--- src/rtl/brms_pkg.sv ---
package brms_pkg;

  localparam int RAW_W      = 32;
  localparam int SHIFT      = 8;
  localparam int SAMPLE_W   = 24;
  localparam int SQ_W       = 47;
  localparam int SQ_SUM_W   = 46;
  localparam int MEAN_W     = 47;
  localparam int ROOT_W     = 24;
  localparam int SQRT_W     = 48;
  localparam int OUT_CNT_W  = 11;

  typedef enum logic [3:0] {
    ST_IDLE = 4'b0001,
    ST_DIV  = 4'b0010,
    ST_SQRT = 4'b0100,
    ST_OUT  = 4'b1000
  } back_state_e;

endpackage

--- src/rtl/brms_front.sv ---
module brms_front
  import brms_pkg::*;
#(
  parameter int MAX_COUNT = 1024,
  parameter int CW        = 11,
  parameter int SW        = 57
) (
  input  logic                   clk_i,
  input  logic                   rst_ni,
  input  logic                   in_valid_i,
  output logic                   in_ready_o,
  input  logic signed [RAW_W-1:0] raw_word_i,
  input  logic                   last_sample_i,
  output logic                   push_valid_o,
  input  logic                   push_ready_i,
  output logic [SW+CW:0]         push_data_o
);

  logic [SAMPLE_W-1:0] sample;
  logic [SAMPLE_W-1:0] mag;
  logic [2*SAMPLE_W-1:0] prod;

  logic          s1_valid_q, s1_valid_d;
  logic          s1_last_q;
  logic [SQ_W-1:0] s1_sq_q;
  logic          s1_adv;

  logic [SW-1:0] sum_q, sum_d, sum_nx;
  logic [CW-1:0] cnt_q, cnt_d, cnt_nx;
  logic          ovf_q, ovf_d, ovf_nx;

  assign sample = raw_word_i[RAW_W-1:SHIFT];
  assign mag    = sample[SAMPLE_W-1] ? (~sample + SAMPLE_W'(1)) : sample;
  assign prod   = mag * mag;

  assign s1_adv     = !(s1_last_q && !push_ready_i);
  assign in_ready_o = !s1_valid_q || s1_adv;
  assign s1_valid_d = (in_valid_i && in_ready_o) || (s1_valid_q && !s1_adv);

  always_ff @(posedge clk_i or negedge rst_ni) begin
    if (!rst_ni) begin
      s1_valid_q <= 1'b0;
    end else begin
      s1_valid_q <= s1_valid_d;
    end
  end

  always_ff @(posedge clk_i) begin
    if (in_valid_i && in_ready_o) begin
      s1_sq_q   <= prod[SQ_W-1:0];
      s1_last_q <= last_sample_i;
    end
  end

  always_comb begin
    sum_nx = sum_q;
    cnt_nx = cnt_q;
    ovf_nx = ovf_q;
    if (cnt_q < CW'(MAX_COUNT)) begin
      sum_nx = sum_q + SW'(s1_sq_q);
      cnt_nx = cnt_q + CW'(1);
    end else begin
      ovf_nx = 1'b1;
    end
    sum_d = sum_q;
    cnt_d = cnt_q;
    ovf_d = ovf_q;
    if (s1_valid_q && s1_adv) begin
      if (s1_last_q) begin
        sum_d = '0;
        cnt_d = '0;
        ovf_d = 1'b0;
      end else begin
        sum_d = sum_nx;
        cnt_d = cnt_nx;
        ovf_d = ovf_nx;
      end
    end
  end

  always_ff @(posedge clk_i or negedge rst_ni) begin
    if (!rst_ni) begin
      sum_q <= '0;
      cnt_q <= '0;
      ovf_q <= 1'b0;
    end else begin
      sum_q <= sum_d;
      cnt_q <= cnt_d;
      ovf_q <= ovf_d;
    end
  end

  assign push_valid_o = s1_valid_q && s1_last_q;
  assign push_data_o  = {ovf_nx, cnt_nx, sum_nx};

endmodule

--- src/rtl/brms_queue.sv ---
module brms_queue #(
  parameter int W = 69
) (
  input  logic         clk_i,
  input  logic         rst_ni,
  input  logic         wr_valid_i,
  output logic         wr_ready_o,
  input  logic [W-1:0] wr_data_i,
  output logic         rd_valid_o,
  input  logic         rd_ready_i,
  output logic [W-1:0] rd_data_o
);

  logic [W-1:0] mem [2];
  logic       wr_ptr_q, rd_ptr_q;
  logic [1:0] fill_q;
  logic       do_wr, do_rd;

  assign wr_ready_o = (fill_q != 2'd2);
  assign rd_valid_o = (fill_q != 2'd0);
  assign rd_data_o  = mem[rd_ptr_q];
  assign do_wr      = wr_valid_i && wr_ready_o;
  assign do_rd      = rd_valid_o && rd_ready_i;

  always_ff @(posedge clk_i) begin
    if (do_wr) begin
      mem[wr_ptr_q] <= wr_data_i;
    end
  end

  always_ff @(posedge clk_i or negedge rst_ni) begin
    if (!rst_ni) begin
      wr_ptr_q <= 1'b0;
      rd_ptr_q <= 1'b0;
      fill_q   <= 2'd0;
    end else begin
      if (do_wr) begin
        wr_ptr_q <= !wr_ptr_q;
      end
      if (do_rd) begin
        rd_ptr_q <= !rd_ptr_q;
      end
      case ({do_wr, do_rd})
        2'b10:   fill_q <= fill_q + 2'd1;
        2'b01:   fill_q <= fill_q - 2'd1;
        default: fill_q <= fill_q;
      endcase
    end
  end

endmodule

--- src/rtl/brms_back.sv ---
module brms_back
  import brms_pkg::*;
#(
  parameter int CW = 11,
  parameter int SW = 57
) (
  input  logic                 clk_i,
  input  logic                 rst_ni,
  input  logic                 pop_valid_i,
  output logic                 pop_ready_o,
  input  logic [SW+CW:0]       pop_data_i,
  output logic                 out_valid_o,
  input  logic                 out_ready_i,
  output logic [ROOT_W-1:0]    rms_value_o,
  output logic [OUT_CNT_W-1:0] sample_count_o,
  output logic                 too_many_o
);

  localparam int ITER_W = $clog2(SW + 1);

  back_state_e state_q, state_d;
  logic [ITER_W-1:0] iter_q, iter_d;
  logic [SW-1:0]     div_q, div_d;
  logic [CW:0]       rem_q, rem_d;
  logic [CW-1:0]     cnt_q;
  logic              ovf_q;
  logic [SQRT_W-1:0] v_q, v_d, root_q, root_d, bit_q, bit_d;

  logic [CW:0]       rem_sh;
  logic              ge;
  logic [SQRT_W-1:0] trial;
  logic [CW+OUT_CNT_W-1:0] cnt_ext;

  assign pop_ready_o = (state_q == ST_IDLE);
  assign out_valid_o = (state_q == ST_OUT);
  assign too_many_o  = ovf_q;
  assign cnt_ext     = {{OUT_CNT_W{1'b0}}, cnt_q};
  assign sample_count_o = cnt_ext[OUT_CNT_W-1:0];
  assign rms_value_o = root_q[ROOT_W-1:0];

  assign rem_sh = {rem_q[CW-1:0], div_q[SW-1]};
  assign ge     = (rem_sh >= {1'b0, cnt_q});
  assign trial  = root_q + bit_q;

  always_comb begin
    state_d = state_q;
    iter_d  = iter_q;
    div_d   = div_q;
    rem_d   = rem_q;
    v_d     = v_q;
    root_d  = root_q;
    bit_d   = bit_q;
    case (state_q)
      ST_IDLE: begin
        if (pop_valid_i) begin
          state_d = ST_DIV;
          iter_d  = ITER_W'(SW - 1);
          div_d   = pop_data_i[SW-1:0];
          rem_d   = '0;
        end
      end
      ST_DIV: begin
        rem_d = ge ? (rem_sh - {1'b0, cnt_q}) : rem_sh;
        div_d = {div_q[SW-2:0], ge};
        if (iter_q == '0) begin
          state_d = ST_SQRT;
          iter_d  = ITER_W'(ROOT_W - 1);
          v_d     = SQRT_W'(div_d[MEAN_W-1:0]);
          root_d  = '0;
          bit_d   = SQRT_W'(1) << (2 * (ROOT_W - 1));
        end else begin
          iter_d = iter_q - ITER_W'(1);
        end
      end
      ST_SQRT: begin
        if (v_q >= trial) begin
          v_d    = v_q - trial;
          root_d = (root_q >> 1) + bit_q;
        end else begin
          root_d = root_q >> 1;
        end
        bit_d = bit_q >> 2;
        if (iter_q == '0) begin
          state_d = ST_OUT;
        end else begin
          iter_d = iter_q - ITER_W'(1);
        end
      end
      ST_OUT: begin
        if (out_ready_i) begin
          state_d = ST_IDLE;
        end
      end
      default: state_d = ST_IDLE;
    endcase
  end

  always_ff @(posedge clk_i or negedge rst_ni) begin
    if (!rst_ni) begin
      state_q <= ST_IDLE;
    end else begin
      state_q <= state_d;
    end
  end

  always_ff @(posedge clk_i) begin
    iter_q <= iter_d;
    div_q  <= div_d;
    rem_q  <= rem_d;
    v_q    <= v_d;
    root_q <= root_d;
    bit_q  <= bit_d;
    if (state_q == ST_IDLE && pop_valid_i) begin
      cnt_q <= pop_data_i[SW+CW-1:SW];
      ovf_q <= pop_data_i[SW+CW];
    end
  end

endmodule

--- src/rtl/block_rms_level.sv ---
// Channel | Handshake             | Payload
// --------+-----------------------+-----------------------------------------
// in      | in_valid_i/in_ready_o | raw_word_i[31:0], last_sample_i
// out     | out_valid_o/out_ready_i | rms_value_o[23:0], sample_count_o[10:0],
//         |                       | too_many_o
//
// One item per cycle into the square-and-accumulate front; a sample's square
// is registered in s1 before it is added to the running sum.
// Per block the back end runs restoring division (one quotient bit a cycle),
// then a bitwise square root, then holds the result until taken, and takes
// the next block only when idle; SW = 46 + clog2(MAX_COUNT + 1).
// A two-entry queue holds closed blocks; the front stalls only when a block
// closes with the queue full. Reset clears the front's sums and counts and all valids.
module block_rms_level
  import brms_pkg::*;
#(
  parameter int MAX_COUNT = 1024
) (
  input  logic                    clk_i,
  input  logic                    rst_ni,
  input  logic                    in_valid_i,
  output logic                    in_ready_o,
  input  logic signed [RAW_W-1:0] raw_word_i,
  input  logic                    last_sample_i,
  output logic                    out_valid_o,
  input  logic                    out_ready_i,
  output logic [ROOT_W-1:0]       rms_value_o,
  output logic [OUT_CNT_W-1:0]    sample_count_o,
  output logic                    too_many_o
);

  localparam int CW = $clog2(MAX_COUNT + 1);
  localparam int SW = SQ_SUM_W + CW;

  logic          push_valid, push_ready;
  logic [SW+CW:0] push_data;
  logic          pop_valid, pop_ready;
  logic [SW+CW:0] pop_data;

  brms_front #(
    .MAX_COUNT(MAX_COUNT),
    .CW       (CW),
    .SW       (SW)
  ) u_front (
    .clk_i        (clk_i),
    .rst_ni       (rst_ni),
    .in_valid_i   (in_valid_i),
    .in_ready_o   (in_ready_o),
    .raw_word_i   (raw_word_i),
    .last_sample_i(last_sample_i),
    .push_valid_o (push_valid),
    .push_ready_i (push_ready),
    .push_data_o  (push_data)
  );

  brms_queue #(
    .W(SW + CW + 1)
  ) u_queue (
    .clk_i     (clk_i),
    .rst_ni    (rst_ni),
    .wr_valid_i(push_valid),
    .wr_ready_o(push_ready),
    .wr_data_i (push_data),
    .rd_valid_o(pop_valid),
    .rd_ready_i(pop_ready),
    .rd_data_o (pop_data)
  );

  brms_back #(
    .CW(CW),
    .SW(SW)
  ) u_back (
    .clk_i         (clk_i),
    .rst_ni        (rst_ni),
    .pop_valid_i   (pop_valid),
    .pop_ready_o   (pop_ready),
    .pop_data_i    (pop_data),
    .out_valid_o   (out_valid_o),
    .out_ready_i   (out_ready_i),
    .rms_value_o   (rms_value_o),
    .sample_count_o(sample_count_o),
    .too_many_o    (too_many_o)
  );

endmodule

--- config.mk ---
export PLATFORM = sky130hd
export DESIGN_NAME = block_rms_level
export DESIGN_NICKNAME = d
export VERILOG_FILES = /design/src/rtl/brms_pkg.sv /design/src/rtl/brms_front.sv /design/src/rtl/brms_queue.sv /design/src/rtl/brms_back.sv /design/src/rtl/block_rms_level.sv
export SDC_FILE = /design/constraint.sdc
export NUM_CORES = 2
export LEC_CHECK = 0
export BUFFER_PORTS_ARGS = -buffer_cell sky130_fd_sc_hd__buf_2
export CAP_MARGIN = 10
export CORE_ASPECT_RATIO = 2
export CORE_MARGIN = 2
export CORE_UTILIZATION = 59
export DETAILED_ROUTE_END_ITERATION = 10
export MAX_ROUTING_LAYER = met4
export PLACE_DENSITY = 0.78
export SYNTH_ARGS = -nofsm -noshare
export SYNTH_HDL_FRONTEND = slang
export SYNTH_SLANG_ARGS = --single-unit
--- constraint.sdc ---
create_clock -name clk_i -period 7.6 [get_ports clk_i]
set_clock_uncertainty 0.1 [all_clocks]
set_input_delay 0 -clock clk_i [delete_from_list [all_inputs] [get_ports clk_i]]
set_output_delay 0 -clock clk_i [all_outputs]
set_load 0.01 [all_outputs]
== Yosys cells after proc, flatten, opt, wreduce, memory -nomap -nowiden ==
Memory sizes are Yosys's and may differ from the RTL's.
Cells that the tools add are included.

* Memories kept: 1
* Memory bits (writable): 138
* Register bits: 356
* Input bits: 37
* Output and inout bits: 38

{| class="wikitable"
|+ Memory list
! name !! words !! width !! read ports !! clocked after Yosys merged registers in !! wr ports !! RTL line !! text
|-
| u_queue.mem || 2 || 69 || 1 || 0 || 1 || brms_queue.sv:14 || <nowiki>logic [W-1:0] mem [2];</nowiki>
|}

* Magnitude comparators: 3
* Multiply operators: 1
* Reduce and logical (&&, ||, !) cells: 25
* Mux-type cells: 32
* Eq/ne operators: 13
* Add/subtract/negate cells: 10
* Bitwise logic cells: 1

{| class="wikitable"
|+ Operator list
! operator !! count
|-
| case mux 48 bit (2 select lines) || 3
|-
| two-way mux 48 bit || 5
|-
| two-way mux 57 bit || 3
|-
| case mux 57 bit (2 select lines) || 1
|-
| adder 57 x 47 -> 57 bit || 1
|-
| adder 47 x 48 -> 48 bit || 1
|-
| adder 48 bit || 1
|-
| >= comparator 48 bit || 1
|-
| subtractor 48 bit || 1
|-
| multiplier 24 x 24 -> 47 bit || 1
|-
| two-way mux 11 bit || 4
|-
| adder 24 x 1 -> 24 bit (second input constant) || 1
|-
| two-way mux 24 bit || 1
|-
| inverter 24 bit || 1
|-
| case mux 11 bit (2 select lines) || 1
|-
| two-way mux 6 bit || 3
|-
| case mux 6 bit (3 select lines) || 1
|-
| two-way mux 4 bit || 4
|-
| case mux 4 bit (4 select lines) || 1
|-
| >= comparator 12 x 11 -> 1 bit || 1
|-
| adder 11 x 1 -> 11 bit (second input constant) || 1
|-
| < comparator 11 bit (second input constant) || 1
|-
| subtractor 11 bit || 1
|-
| inequality test 2 x 1 -> 1 bit (second input constant) || 5
|-
| 21 further kinds || 41
|}

== Logic depth before layout (Yosys ltp) ==
* Word-level depth: 7
* Mapped depth: 35
* Gate-level depth less buffers: 32

== Cells and area by module ==
Synthesis repeated with hierarchy kept, for this count alone.

* Cells, all modules: 4,610
* Area total of the unflattened synthesis: 44,851.8 µm²

{| class="wikitable"
|+ By module, submodules not included
! module !! area an instance (µm²) !! instances !! cells an instance !! sequential area each (µm²)
|-
| brms_front || 24,248.3 || 1 || 2,731 || 3,163.0
|-
| brms_back || 15,175.8 || 1 || 1,647 || 6,287.3
|-
| brms_queue || 5,427.7 || 1 || 232 || 4,244.1
|}

== Worst setup path before layout ==
OpenSTA, ideal clock, no wires.

* Path type: reg2reg
* From: reg u_back.root_q[18]
* To: reg u_back.v_q[0] (enable)
* Stages on the path, launching flop included: 22
* Data arrival time: 7,842 ps
* Setup time: 520 ps
* Setup slack: -862 ps
* Clock period less this slack: 8,462 ps
* Data required time: 6,980 ps
* Path buffers: 3
* Cell sequence: edfxtp_1 ha_1 a31oi_1 o21ai_0 a211o_1 a31oi_4 o211ai_2 a211o_1 a31o_2 a31oi_1 xor2_1 ha_1 clkbuf_1 nand3_1 nor2_1 nand2_1 or4_1 a21oi_2 nor2_1 buf_4 buf_4 o21ai_0

* Longest elaborated chain between the ends: 4

{| class="wikitable"
|+ RTL lines
! item !! RTL line !! text
|-
| start, declared || brms_back.sv:27 || <nowiki>logic [SQRT_W-1:0] v_q, v_d, root_q, root_d, bit_q, bit_d;</nowiki>
|-
| start signal, assigned || brms_back.sv:111 || <nowiki>root_q <= root_d;</nowiki>
|-
| adder 48 bit || brms_back.sv:43 || <nowiki>assign trial = root_q + bit_q;</nowiki>
|-
| >= comparator 48 bit || brms_back.sv:76 || <nowiki>if (v_q >= trial) begin</nowiki>
|-
| inequality test 2 x 1 -> 1 bit (no source line) || - ||
|-
| AND reduction 3 bit (no source line) || - ||
|-
| end signal, assigned || brms_back.sv:110 || <nowiki>v_q <= v_d;</nowiki>
|-
| end, declared || brms_back.sv:27 ||
|}

No other way between the ends.
A chain may end at the register's enable or synchronous reset.

== Final worst setup path ==
* From: in raw_word_i[10]
* To: reg u_front.s1_sq_q[40] (data pin)

* Longest elaborated chain between the ends: 4

{| class="wikitable"
|+ RTL lines
! item !! RTL line !! text
|-
| start, declared || block_rms_level.sv:23 || <nowiki>input logic signed [RAW_W-1:0] raw_word_i,</nowiki>
|-
| inverter 24 bit || brms_front.sv:33 || <nowiki>assign mag = sample[SAMPLE_W-1] ? (~sample + SAMPLE_W'(1)) : sample;</nowiki>
|-
| adder 24 x 1 -> 24 bit || brms_front.sv:33 ||
|-
| two-way mux 24 bit * || brms_front.sv:33 ||
|-
| multiplier 24 x 24 -> 47 bit * || brms_front.sv:34 || <nowiki>assign prod = mag * mag;</nowiki>
|-
| named net u_front.prod[40] || brms_front.sv:21 || <nowiki>logic [2*SAMPLE_W-1:0] prod;</nowiki>
|-
| end signal, assigned || brms_front.sv:50 || <nowiki>s1_sq_q <= prod[SQ_W-1:0];</nowiki>
|-
| end, declared || brms_front.sv:25 || <nowiki>logic [SQ_W-1:0] s1_sq_q;</nowiki>
|}

The timed path passes the listed nets; every way through them passes the cells marked *.

==> impl_results.html <==
<table>
<tr><th>Metric</th><th>Value</th></tr>
<tr><th colspan="2">Timing</th></tr>
<tr><td>Worst slew margin relative to its limit</td><td>23.4%</td></tr>
<tr><td>Final setup viols</td><td>0</td></tr>
<tr><td>Final worst path period share</td><td>98.5%</td></tr>
<tr><td>Highest attainable clock frequency</td><td>134 MHz</td></tr>
<tr><td>Final Max Tran Viols</td><td>0</td></tr>
<tr><td>Clock period minus final worst setup slack</td><td>7.49 ns</td></tr>
<tr><td>Slew at the pin closest to its max-slew limit</td><td>1.12 ns</td></tr>
<tr><td>RSZ-0062 raised after global routing</td><td>yes</td></tr>
<tr><td>Number of hold-slack violations in the final timing report</td><td>0</td></tr>
<tr><td>Setup TNS</td><td>0 ns</td></tr>
<tr><th colspan="2">Routing</th></tr>
<tr><td>Drt first-iter violations</td><td>1899</td></tr>
<tr><td>Via Count</td><td>34713</td></tr>
<tr><td>Avg WL per Cell</td><td>20.5 um</td></tr>
<tr><td>DRT antenna net count</td><td>0</td></tr>
<tr><td>Drc violations</td><td>0</td></tr>
<tr><td>Number of detailed-route iterations in the first pass</td><td>7</td></tr>
<tr><td>Detailed-route wire length</td><td>121 mm</td></tr>
<tr><td>Via-per-instance ratio</td><td>5.88</td></tr>
<tr><th colspan="2">Critical path</th></tr>
<tr><td>Most frequent cell on the critical path</td><td>sky130_fd_sc_hd__inv_1</td></tr>
<tr><td>CP startpoint kind</td><td>input port</td></tr>
<tr><td>Type of destination of the critical path</td><td>flop</td></tr>
<tr><td>Largest driver fanout on the critical path</td><td>7</td></tr>
<tr><td>Required time of the critical path</td><td>7.83 ns</td></tr>
<tr><td>Worst setup path category</td><td>in2reg</td></tr>
<tr><td>Delay contributed by the slowest stage of the critical path</td><td>0.64 ns</td></tr>
<tr><td>Cell type of the slowest stage on the worst timing path</td><td>sky130_fd_sc_hd__fa_2</td></tr>
<tr><td>Critical path arrival</td><td>7.71 ns</td></tr>
<tr><th colspan="2">Synth</th></tr>
<tr><td>Dominant register cell in the synthesized netlist</td><td>sky130_fd_sc_hd__edfxtp_1</td></tr>
<tr><td>Average cell area after synthesis</td><td>9.72 sq um</td></tr>
<tr><td>Flip-flop and latch count after synthesis</td><td>469</td></tr>
<tr><td>Leading post-synthesis cells by cell area</td><td>sky130_fd_sc_hd__edfxtp_1, sky130_fd_sc_hd__fa_1, sky130_fd_sc_hd__ha_1, sky130_fd_sc_hd__inv_1, sky130_fd_sc_hd__dfrtp_1</td></tr>
<tr><td>Area fraction of the dominant cell type after synthesis</td><td>26.3%</td></tr>
<tr><td>Share of flip-flops with an asynchronous set or reset after synthesis</td><td>16.6%</td></tr>
<tr><td>Part of the Yosys area used for sequential elements</td><td>30.7%</td></tr>
<tr><td>Netlist Area Pre-Place</td><td>44600 sq um</td></tr>
<tr><td>Top cell type by total area after synthesis</td><td>sky130_fd_sc_hd__edfxtp_1</td></tr>
<tr><td>Number of distinct library cells after synthesis</td><td>99</td></tr>
<tr><td>Instance count of the mapped netlist</td><td>4587</td></tr>
<tr><td>Number of enable-type register cells in the synthesized netlist</td><td>391</td></tr>
<tr><td>Synthesis warning total</td><td>0</td></tr>
<tr><th colspan="2">Layout</th></tr>
<tr><td>Number of inserted diodes</td><td>0</td></tr>
<tr><td>Proportion of layout cells with a drive suffix above 1</td><td>12.8%</td></tr>
<tr><td>Area growth from synthesis to final layout</td><td>12.2%</td></tr>
<tr><td>Share of the core filled with cells in the final layout</td><td>66.9%</td></tr>
<tr><td>Layout Cells excl Fill</td><td>5901</td></tr>
<tr><td>Highest-count cells in the layout ignoring fill and taps</td><td>sky130_fd_sc_hd__inv_1, sky130_fd_sc_hd__nand2_1, sky130_fd_sc_hd__fa_1</td></tr>
<tr><td>Post-layout instance area</td><td>50000 sq um</td></tr>
<tr><td>Most common library cell in the layout ignoring fill and taps</td><td>sky130_fd_sc_hd__inv_1</td></tr>
<tr><td>NumNets Final</td><td>5652</td></tr>
<tr><th colspan="2">GRT</th></tr>
<tr><td>Largest net degree at the start of global routing</td><td>96</td></tr>
<tr><td>Number of global-route vias before repair</td><td>37095</td></tr>
<tr><td>Overflow left after global routing</td><td>0</td></tr>
<tr><td>Overall Global Routing Usage</td><td>32.6%</td></tr>
<tr><td>First-pass GRT wire length</td><td>189 mm</td></tr>
<tr><td>Number of antenna violations at the first check in global routing</td><td>0</td></tr>
<tr><th colspan="2">Clocking</th></tr>
<tr><td>CTS clk-pin slew, worst paths</td><td>0.07 ns</td></tr>
<tr><td>Total CTS buffers</td><td>39</td></tr>
<tr><td>TritonCTS clock tree</td><td>done</td></tr>
<tr><td>Latest clock arrival within the worst-skew pair</td><td>0.58 ns</td></tr>
<tr><td>Root Buffer</td><td>sky130_fd_sc_hd__clkbuf_16</td></tr>
<tr><td>Number of sinks driven by the clock tree</td><td>469</td></tr>
<tr><td>Clock Tree Buf Depth</td><td>3</td></tr>
<tr><td>Count of H-tree levels built during CTS</td><td>2</td></tr>
<tr><th colspan="2">Place</th></tr>
<tr><td>Post-detail-place hpwl</td><td>97.3 mm</td></tr>
<tr><td>Gpl congestion</td><td>1.04</td></tr>
<tr><td>Number of cells after detailed placement</td><td>5816</td></tr>
<tr><td>Port buffer count</td><td>66</td></tr>
<tr><td>Cell area after placement</td><td>48300 sq um</td></tr>
<tr><th colspan="2">Floorplanning</th></tr>
<tr><td>Height of the chip</td><td>393 um</td></tr>
<tr><td>Effective utilization at floorplan</td><td>59.6%</td></tr>
<tr><td>Die Area</td><td>77900 sq um</td></tr>
<tr><td>Placeable core region</td><td>74800 sq um</td></tr>
<tr><td>Num ports</td><td>75</td></tr>
<tr><td>Placement Rows</td><td>142</td></tr>
<tr><td>Horiz. Die Dim</td><td>198 um</td></tr>
<tr><th colspan="2">Outcome</th></tr>
<tr><td>Result of the run</td><td>completed</td></tr>
<tr><th colspan="2">Flow run</th></tr>
<tr><td>Reported max-cap violation count</td><td>0</td></tr>
<tr><th colspan="2">Hold path</th></tr>
<tr><td>Class of the tightest hold or removal check</td><td>in2reg</td></tr>
</table>
==> state kept, by name, indices dropped and copies added (netlist names), 24 cells and up <==
name             count
u_back.bit_q        24
u_back.div_q        57
u_back.root_q       48
u_back.v_q          48
u_front.s1_sq_q     46
u_front.sum_q       57
u_queue.mem        138
==> path summary, 6_finish.rpt <==
path                                                start                         endpoint  slack, ns  cells past startpoint
min in group asynchronous                          rst_ni    u_back.state_q[0]$_DFFE_PN1P_       0.46                      3
setup reg to reg           u_back.root_q[0]$_SDFFCE_PN0P_  u_back.root_q[30]$_SDFFCE_PN0P_       0.97                     23
setup / recovery                           raw_word_i[10]    u_front.s1_sq_q[40]$_DFFE_PP_       0.11                     33
hold / removal                                 in_valid_i     u_front.s1_valid_q$_DFF_PN0_       0.06                      3
hold reg to reg             u_queue.fill_q[1]$_DFFE_PN0P_    u_queue.fill_q[1]$_DFFE_PN0P_       0.40                      1
max in group asynchronous                          rst_ni     u_front.sum_q[4]$_DFFE_PN0P_       6.11                      4
==> area by class of cell <==
class | instances | area, sq um
Clock inverter | 19 | 258
Inverter | 667 | 2510
Clock buffer | 52 | 1080
Multi-Input combinational cell | 3267 | 28000
Tap cell | 1008 | 1260
Sequential cell | 469 | 13700
Timing Repair Buffer | 419 | 3170
Fill cell | 5934 | 24800
==> metrics by stage <==
step | hold slack, ns | worst slack, ns
final | 0.0563 | 0.113
after global routing | 0.0851 | -0.0951
after CTS | 0.0317 | 0.0112
after detailed placement | -0.129 | -0.692
after global placement | -0.129 | -0.558
after floorplan | -0.396 | -0.0574
==> routing by layer <==
metal  global-route usage [%]  routed length, um  vias to the layer above
met5                        -                  0                        -
met4                     25.9              12100                        0
met3                     2.80               3820                      589
met2                     62.7              67200                     1043
met1                     28.1              37700                    16952
li1                         -                  -                    16129
==> kinds of logic (layout without fill, tap and decap cells) <==
family                     Yosys count  count (layout)  synth area share (%)
AOI/OAI and AO/OA                  972             972                  14.2
xor gates and xnor gates           253             253                  4.97
adders and majority gates          752             752                  28.3
buffers and inverters              866            1157                  7.57
DFF                                469             469                  30.7
muxes                               89              89                  2.06
other                                2              17                0.0169
and+or+nand+nor                   1184            1184                  12.1
==> synth_stat cells (66+ instances only) <==
cell	instances
sky130_fd_sc_hd__dfrtp_1	77
sky130_fd_sc_hd__xor2_1	122
sky130_fd_sc_hd__xnor2_1	131
sky130_fd_sc_hd__nand2_1	500
sky130_fd_sc_hd__ha_1	326
sky130_fd_sc_hd__nand3_1	69
sky130_fd_sc_hd__fa_1	426
sky130_fd_sc_hd__clkbuf_1	150
sky130_fd_sc_hd__nor2_1	278
sky130_fd_sc_hd__edfxtp_1	391
sky130_fd_sc_hd__mux2i_1	66
sky130_fd_sc_hd__a21o_1	106
sky130_fd_sc_hd__a21oi_1	176
sky130_fd_sc_hd__o21ai_0	300
sky130_fd_sc_hd__inv_1	664
==> critical path: cells and delay by family <==
| kind | cells | cell delay [ns] |
|---|---|---|
| adder cells (fa/ha/maj) | 8 | 3.84 |
| AO/OA/AOI/OAI | 7 | 1.37 |
| AND/OR/NAND/NOR | 6 | 1.04 |
| buffers and inverters | 10 | 1.04 |
| XOR/XNOR | 2 | 0.39 |
==> timing repair <==
action,in CTS,in global routing
cloned,0,1
hold endpoints to repair,84,0
setup buffers,1,3
hold buffers,8,0
endpoints found under the setup margin,8,19
gates resized for setup,2,53
pin swaps,2,26
Power is not shown: default switching activity piles up to over one toggle a cycle in this logic, so the estimate is an artifact.
